<file path="src/tcw_pkg.sv">
// shared constants, codes and control/status structs for the text console writer
// no dependencies; used by tcw_ctrl, tcw_datapath and text_console_writer
package tcw_pkg;

	localparam int COLUMNS    = 80;
	localparam int ROWS       = 25;
	localparam int CELLS      = ROWS * COLUMNS;
	localparam int COPY_CELLS = COLUMNS * (ROWS - 1);
	localparam int CELL_AW    = $clog2(CELLS);
	localparam int COL_W      = $clog2(COLUMNS);
	localparam int ROW_W      = $clog2(ROWS);

	localparam int KIND_W  = 3;
	localparam int CHAR_W  = 8;
	localparam int COLOR_W = 4;
	localparam int ADDR_W  = 11;
	localparam int POS_W   = 11;
	localparam int DATA_W  = 16;
	localparam int CFG_IDX_W = 1;

	localparam logic [CHAR_W-1:0] SPACE_CODE = 8'h20;
	localparam logic [CHAR_W-1:0] NL_CODE    = 8'd10;
	localparam logic [CHAR_W-1:0] CR_CODE    = 8'd13;

	localparam logic [COLOR_W-1:0] RESET_FG = 4'hF;
	localparam logic [COLOR_W-1:0] RESET_BG = 4'h0;

	typedef enum logic [KIND_W-1:0] {
		KIND_PUT   = 3'd0,
		KIND_BS    = 3'd1,
		KIND_BACK  = 3'd2,
		KIND_CLEAR = 3'd3,
		KIND_READ  = 3'd4
	} kind_t;

	typedef enum logic [CFG_IDX_W-1:0] {
		CFG_BLANK_FG = 1'd0,
		CFG_BLANK_BG = 1'd1
	} cfg_reg_t;

	// controller to datapath
	typedef struct packed {
		logic load;       // take the request in
		logic exec;       // run the cursor and cell update
		logic fill_init;  // write reset blank at the sweep count
		logic fill;       // write configured blank at the sweep count
		logic copy;       // move one cell up one row
		logic blank_row;  // write configured blank into the bottom row
		logic cnt_clr;
		logic cnt_inc;
		logic finish;     // present the result
	} cmd_t;

	// datapath to controller
	typedef struct packed {
		logic is_clear;
		logic need_scroll;
		logic cnt_last;      // sweep count at the last cell
		logic cnt_copy_end;  // sweep count one past the copied range
	} stat_t;

endpackage

</file>
<file path="src/tcw_ctrl.sv">
// sequencer for the text console writer: reset clearing pass, command run,
// clear fill, scroll copy and bottom row blanking; depends on tcw_pkg
module tcw_ctrl (
	input  logic           clk,
	input  logic           arst_n,
	input  logic           start,
	input  tcw_pkg::stat_t stat,
	output tcw_pkg::cmd_t  cmd,
	output logic           busy
);

	typedef enum logic [5:0] {
		S_INIT  = 6'b000001,
		S_IDLE  = 6'b000010,
		S_EXEC  = 6'b000100,
		S_FILL  = 6'b001000,
		S_COPY  = 6'b010000,
		S_BLANK = 6'b100000
	} state_t;

	state_t state_q, state_n;

	always_ff @(posedge clk or negedge arst_n) begin
		if (!arst_n) begin
			state_q <= S_INIT;
		end else begin
			state_q <= state_n;
		end
	end

	always_comb begin
		state_n = state_q;
		cmd     = '0;
		unique case (state_q)
			S_INIT: begin
				cmd.fill_init = 1'b1;
				cmd.cnt_inc   = 1'b1;
				if (stat.cnt_last) begin
					state_n = S_IDLE;
				end
			end
			S_IDLE: begin
				if (start) begin
					cmd.load = 1'b1;
					state_n  = S_EXEC;
				end
			end
			S_EXEC: begin
				cmd.exec    = 1'b1;
				cmd.cnt_clr = 1'b1;
				priority if (stat.is_clear) begin
					state_n = S_FILL;
				end else if (stat.need_scroll) begin
					state_n = S_COPY;
				end else begin
					cmd.finish = 1'b1;
					state_n    = S_IDLE;
				end
			end
			S_FILL: begin
				cmd.fill    = 1'b1;
				cmd.cnt_inc = 1'b1;
				if (stat.cnt_last) begin
					cmd.finish = 1'b1;
					state_n    = S_IDLE;
				end
			end
			S_COPY: begin
				cmd.copy = 1'b1;
				// count stays put at the end so the blank row starts right there
				if (stat.cnt_copy_end) begin
					state_n = S_BLANK;
				end else begin
					cmd.cnt_inc = 1'b1;
				end
			end
			S_BLANK: begin
				cmd.blank_row = 1'b1;
				cmd.cnt_inc   = 1'b1;
				if (stat.cnt_last) begin
					cmd.finish = 1'b1;
					state_n    = S_IDLE;
				end
			end
			default: begin
				state_n = S_INIT;
			end
		endcase
	end

	assign busy = (state_q != S_IDLE);

endmodule

</file>
<file path="config.mk">
export PLATFORM = sky130hd
export DESIGN_NAME = tcw_ctrl
export DESIGN_NICKNAME = d
export VERILOG_FILES = /design/src/tcw_pkg.sv /design/src/tcw_ctrl.sv
export SDC_FILE = /design/constraint.sdc
export NUM_CORES = 1
export LEC_CHECK = 0
export ABC_CLOCK_PERIOD_IN_PS = 3200
export BUFFER_PORTS_ARGS = -buffer_cell sky130_fd_sc_hd__buf_4
export CORE_ASPECT_RATIO = 1.1
export CORE_MARGIN = 5
export CORE_UTILIZATION = 25
export CTS_BUF_LIST = sky130_fd_sc_hd__clkbuf_8
export DETAILED_ROUTE_END_ITERATION = 8
export PLACE_DENSITY = 0.53
export SYNTH_ARGS = -nofsm -noshare
export SYNTH_HDL_FRONTEND = slang
export SYNTH_SLANG_ARGS = --single-unit
</file>
<file path="constraint.sdc">
create_clock -name clk -period 3.2 [get_ports clk]
set_input_delay 0.96 -clock clk [delete_from_list [all_inputs] [get_ports clk]]
set_output_delay 0.96 -clock clk [all_outputs]
set_load 0.01 [all_outputs]
</file>
==> flow_metrics.env, run 1 <==
export IMPL_rows=15
export IMPL_rrSetupSlack_ns=1.14
export IMPL_final_common_cell="buf_4"
export IMPL_hold_violations=0
export IMPL_first_pass_iters=3
export IMPL_ys_ff_latch=6
export IMPL_reg_largest_list="state_q x6"
export IMPL_final_cell_mix="buf_4 (16), nor2_1 (5), dfrtp_1 (5)"
export IMPL_drc_errors=0
export IMPL_clk_pin_slew_worst_paths_ns=0.04
export IMPL_fin_hold_ws_ns=0.533
export IMPL_drt_initial_drc_count=12
export IMPL_worst_setup_path_start_kind="flip-flop"
export IMPL_nets=68
export IMPL_dieArea_sq_mm=0.00252
export IMPL_critical_path_buf_inv_count=1
export IMPL_dieHeight_um=52.1
export IMPL_fin_crit_sh=0.962
export IMPL_cts_root_buffer="clkbuf_8"
export IMPL_max_clock_freq_mhz=325
export IMPL_critPathKind="flip-flop to output port"
export IMPL_synth_nets=49
export IMPL_cp_end_kind="output port"
export IMPL_vias_per_cell=5.04
export IMPL_vias=388
export IMPL_cpLargestDelayFamily="simple AND/OR/NAND/NOR gates"
export IMPL_die_w_um=48.3
export IMPL_gp_congestion=0.709
export IMPL_cts_resized=0
export IMPL_postRouteAntennaNets=0
export IMPL_finalWirelength_mm=1.07
export IMPL_synth_distinct_cells=25
export IMPL_cts_setup_buffers=0
export IMPL_crit_slowest_cell="or4_2"
export IMPL_clk_path_buf_depth=2
export IMPL_tightest_slew_ns=0.487
export IMPL_period_minus_slack_ns=3.08
export IMPL_largest_register_ffs=6
export IMPL_rsz0062_at_grt="false"
export IMPL_setup_viol=0
export IMPL_cts_buffers=3
export IMPL_core_sq_mm=0.00156
export IMPL_seq_area_frac_synth=0.376
export IMPL_dp_hpwl_um=825
export IMPL_ir_drop_uv=267
export IMPL_cts_sinks=6
export IMPL_grt_overflow=0
export IMPL_rr_endpoint="state_q[1]"
export IMPL_grt_max_degree=8
export IMPL_r2r_cells=4
export IMPL_grt_pass1_vias=380
export IMPL_p_leak_nw=0.307
export IMPL_critPathMaxStageDelay_ns=0.68
export IMPL_track_usage=0.0970
export IMPL_area_growth_pct=43.5
export IMPL_finalSetupTns_ns=0
export IMPL_synth_cells=42
export IMPL_numPortBuffers=16
export IMPL_num_antenna_cells=0
export IMPL_status="finished, final reports clean"
export IMPL_antenna_found_initial=0
export IMPL_wire_per_inst_um=13.9
export IMPL_critical_path_required_ns=2.24
export IMPL_fillCellCount=167
export IMPL_start_util=0.259
export IMPL_slew_violations=0
export IMPL_fin_skew_ns=0.00915
export IMPL_ctsHoldBuffers=0
export IMPL_p_per_area_mw_per_mm2=731
export IMPL_max_slew_margin=0.674
export IMPL_reg2reg_from="state_q[5]"
export IMPL_cap_violations=0
export IMPL_syn_cell_area_sq_um=403
export IMPL_cts_htree_levels=1
export IMPL_critPathMaxFanout=5
export IMPL_cts_tree="done"
export IMPL_synth_area_per_cell_sq_um=9.59
export IMPL_ys_warn_count=0
export IMPL_regMostFlops="state_q"
export IMPL_grt_pass1_wl_mm=1.68
export IMPL_min_delay_path_class="input pin to asynchronous set/reset pin"
export IMPL_path_cells="or4_2 > or3b_1 > o21ai_0 > buf_4"
export IMPL_drive_gt1_frac=0.433
export IMPL_worstSkewPairLatency_ns=0.23
export IMPL_cp_arrival_ns=2.12
export IMPL_ios=17
export IMPL_fin_util=0.371
cell usage after synthesis:
cell type,number,share of area
or3b_1,2,0.043
or4_4,1,0.028
dfrtp_1,5,0.31
or3_4,1,0.028
or4_2,1,0.022
nand4_1,1,0.016
a31o_1,1,0.022
o211ai_1,1,0.019
or4_1,1,0.019
nand2b_4,1,0.034
a311oi_2,1,0.037
nor3b_1,4,0.075
dfstp_2,1,0.065
inv_1,3,0.028
or2b_1,1,0.019
or3b_4,1,0.028
nor3_1,1,0.012
xor2_1,1,0.022
a21o_1,1,0.019
a22o_1,1,0.022
nand2_1,1,0.0093
buf_4,1,0.019
nor2_1,5,0.047
o21ai_0,4,0.050
clkbuf_1,1,0.0093
metal layers:
layer  up-vias  part of all wire  global-route usage
li1        190                 -                   -
met1       184              0.46               0.136
met2        12              0.45               0.130
met3         2             0.065              0.0242
met4         0             0.018              0.0538
met5         -                 0                   0
stage by stage:
| step | power [mW] | cells | cell area (sq um) | setup WS [ns] |
|---|---|---|---|---|
| after detailed placement | 0.305 | 73 | 533 | 0.369 |
| final | 0.423 | 77 | 578 | 0.121 |
| after global placement | 0.304 | 73 | 533 | 0.382 |
| after floorplan | 0.235 | 42 | 403 | 0.461 |
| after CTS | 0.427 | 77 | 578 | 0.119 |
| after global routing | 0.451 | 77 | 578 | 0.0338 |
worst max path at each step:
stage / start / end / slack (ns) / depth (start not counted)
2_1_floorplan: state_q[1] / cmd[1] / 0.46 / 3
3_3_place_gp: state_q[1] / cmd[1] / 0.38 / 4
3_5_place_dp: state_q[1] / cmd[0] / 0.37 / 5
4_1_cts: state_q[1] / cmd[1] / 0.12 / 4
5_1_grt: state_q[1] / cmd[1] / 0.03 / 4
6_report: state_q[1] / cmd[1] / 0.12 / 4
cell families after synthesis:
family,Yosys count,synth area share
AND/OR/NAND/NOR,21,0.379
AO/OA/AOI/OAI,9,0.168
flip-flops,6,0.376
buffers and inverters,5,0.0559
XOR/XNOR,1,0.0217
power breakdown:
part           switching, mW  internal [mW]
logic                 0.0864         0.0983
clock network         0.0354         0.0826
registers             0.0220         0.0981
total                  0.144          0.279
area by class of cell:
cell class / count / area (sq um) / area share
flip-flops and latches: 6 / 151 / 0.262
multi-input cells: 31 / 229 / 0.396
clock buffers: 3 / 41.3 / 0.0714
well taps: 17 / 21.3 / 0.0368
repair buffers: 16 / 120 / 0.208
clock inverters: 1 / 3.75 / 0.00649
inverters: 3 / 11.3 / 0.0195
Note: power is estimated with default switching activity, not from simulation.
==> inputs of run 2 (changes only) <==
- CORE_MARGIN: 5 -> 3
- PLACE_DENSITY: 0.53 -> 0.54
==> run 2 against run 1 <==
Against the previous run: critical path depth did not move; sequential power barely moved; clock power barely moved; power fell by 0.81%; sequential cell count did not move; die area fell by 15%; via count fell by 5.4%; sequential share of layout area rose by 0.057 points; cell count fell by 1.3%; setup slack improved by 0.011 ns.
==> flow_metrics.env, run 2 (same netlist as run 1, synthesis figures left out) <==
export IMPL_fin_skew_ns=0.00338
export IMPL_die_w_um=44.3
export IMPL_drc_errors=0
export IMPL_wire_per_inst_um=13.2
export IMPL_cp_arrival_ns=2.11
export IMPL_worstSkewPairLatency_ns=0.23
export IMPL_rrSetupSlack_ns=1.20
export IMPL_max_slew_margin=0.706
export IMPL_cts_buffers=3
export IMPL_ios=17
export IMPL_r2r_cells=4
export IMPL_area_growth_pct=43.2
export IMPL_cts_tree="done"
export IMPL_p_per_area_mw_per_mm2=727
export IMPL_numPortBuffers=16
export IMPL_regArea_sq_um=151
export IMPL_dp_cells=72
export IMPL_reg_largest_list="state_q x6"
export IMPL_ir_drop_uv=293
export IMPL_cp_end_kind="output port"
export IMPL_grt_pass1_vias=343
export IMPL_cts_resized=0
export IMPL_ctsHoldBuffers=0
export IMPL_cpLargestDelayFamily="simple AND/OR/NAND/NOR gates"
export IMPL_clk_pin_slew_worst_paths_ns=0.04
export IMPL_worst_setup_path_start_kind="flip-flop"
export IMPL_use_met1=0.150
export IMPL_multi_input_area_sq_um=229
export IMPL_postRouteAntennaNets=0
export IMPL_cts_root_buffer="clkbuf_8"
export IMPL_use_met3=0.0258
export IMPL_critPathMaxStageDelay_ns=0.68
export IMPL_period_minus_slack_ns=3.07
export IMPL_finalWirelength_mm=1.00
export IMPL_cts_sinks=6
export IMPL_slew_violations=0
export IMPL_dieArea_sq_mm=0.00213
export IMPL_regMostFlops="state_q"
export IMPL_min_delay_path_class="input pin to asynchronous set/reset pin"
export IMPL_stdcell_count=76
export IMPL_core_sq_mm=0.00144
export IMPL_reg2reg_from="state_q[1]"
export IMPL_tightest_slew_ns=0.440
export IMPL_antenna_found_initial=0
export IMPL_num_antenna_cells=0
export IMPL_track_usage=0.114
export IMPL_start_util=0.280
export IMPL_path_cells="or4_2 > or3b_1 > o21ai_0 > buf_4"
export IMPL_critPathKind="flip-flop to output port"
export IMPL_p_leak_nw=0.307
export IMPL_nets=68
export IMPL_cts_htree_levels=1
export IMPL_vias_per_cell=4.83
export IMPL_critical_path_required_ns=2.24
export IMPL_crit_slowest_cell="or4_2"
export IMPL_cts_setup_buffers=0
export IMPL_vias=367
export IMPL_largest_register_ffs=6
export IMPL_drt_initial_drc_count=2
export IMPL_rr_endpoint="state_q[1]"
export IMPL_rsz0062_at_grt="false"
export IMPL_dp_hpwl_um=794
export IMPL_rows=14
export IMPL_grt_pass1_wl_mm=1.60
export IMPL_status="finished, final reports clean"
export IMPL_hold_violations=0
export IMPL_final_cell_mix="buf_4 (16), nor2_1 (5), dfrtp_1 (5)"
export IMPL_use_met2=0.142
export IMPL_setup_viol=0
export IMPL_grt_max_degree=8
export IMPL_fillCellCount=163
export IMPL_dieHeight_um=48.1
export IMPL_first_pass_iters=2
export IMPL_grt_overflow=0
export IMPL_cap_violations=0
export IMPL_max_clock_freq_mhz=326
export IMPL_gp_congestion=0.715
export IMPL_clk_path_buf_depth=2
export IMPL_drive_gt1_frac=0.433
export IMPL_critPathMaxFanout=5
export IMPL_finalSetupTns_ns=0
export IMPL_fin_crit_sh=0.959
export IMPL_critical_path_buf_inv_count=1
export IMPL_final_common_cell="buf_4"
export IMPL_grt_busiest_layer="met1"
==> run 2: cell counts in the layout (fill, tap and decap cells not counted) <==
Identical to the previous run, type by type.
==> run 2: layout make-up <==
type	instances	area share
inverters	3	0.0195
multi-input cells	31	0.397
flip-flops and latches	6	0.262
repair buffers	16	0.208
clock inverters	1	0.00651
clock buffers	3	0.0716
well taps	16	0.0347
==> run 2: how the worst max path moves through the flow <==
stage	start	endpoint	slack, ns	cells past startpoint
after detailed placement	state_q[1]	cmd[0]	0.39	5
after global routing	state_q[1]	cmd[1]	0.03	4
after global placement	state_q[1]	cmd[1]	0.38	4
final	state_q[1]	cmd[1]	0.13	4
after CTS	state_q[1]	cmd[1]	0.13	4
after floorplan	state_q[1]	cmd[1]	0.46	3
==> run 2: metrics by stage <==
step	setup WS (ns)	total power, mW	instance area, sq um	util	hold slack [ns]
after floorplan	0.461	0.235	403	-	0.541
after global placement	0.384	0.307	532	0.370	0.629
after detailed placement	0.389	0.303	532	0.370	0.631
after CTS	0.130	0.426	577	0.402	0.530
after global routing	0.0306	0.451	577	0.402	0.535
final	0.133	0.419	577	0.402	0.533
==> run 2: metal layers <==
layer,part of all wire,routed length (um)
met1,0.49,489
met2,0.40,402
met3,0.071,71
met4,0.041,41
met5,0,0
==> run 2: report_power, final <==
part,switching [mW],internal (mW),total (mW)
clock network,0.0360,0.0827,0.119
logic,0.0808,0.0982,0.179
registers,0.0235,0.0982,0.122
total,0.140,0.279,0.419
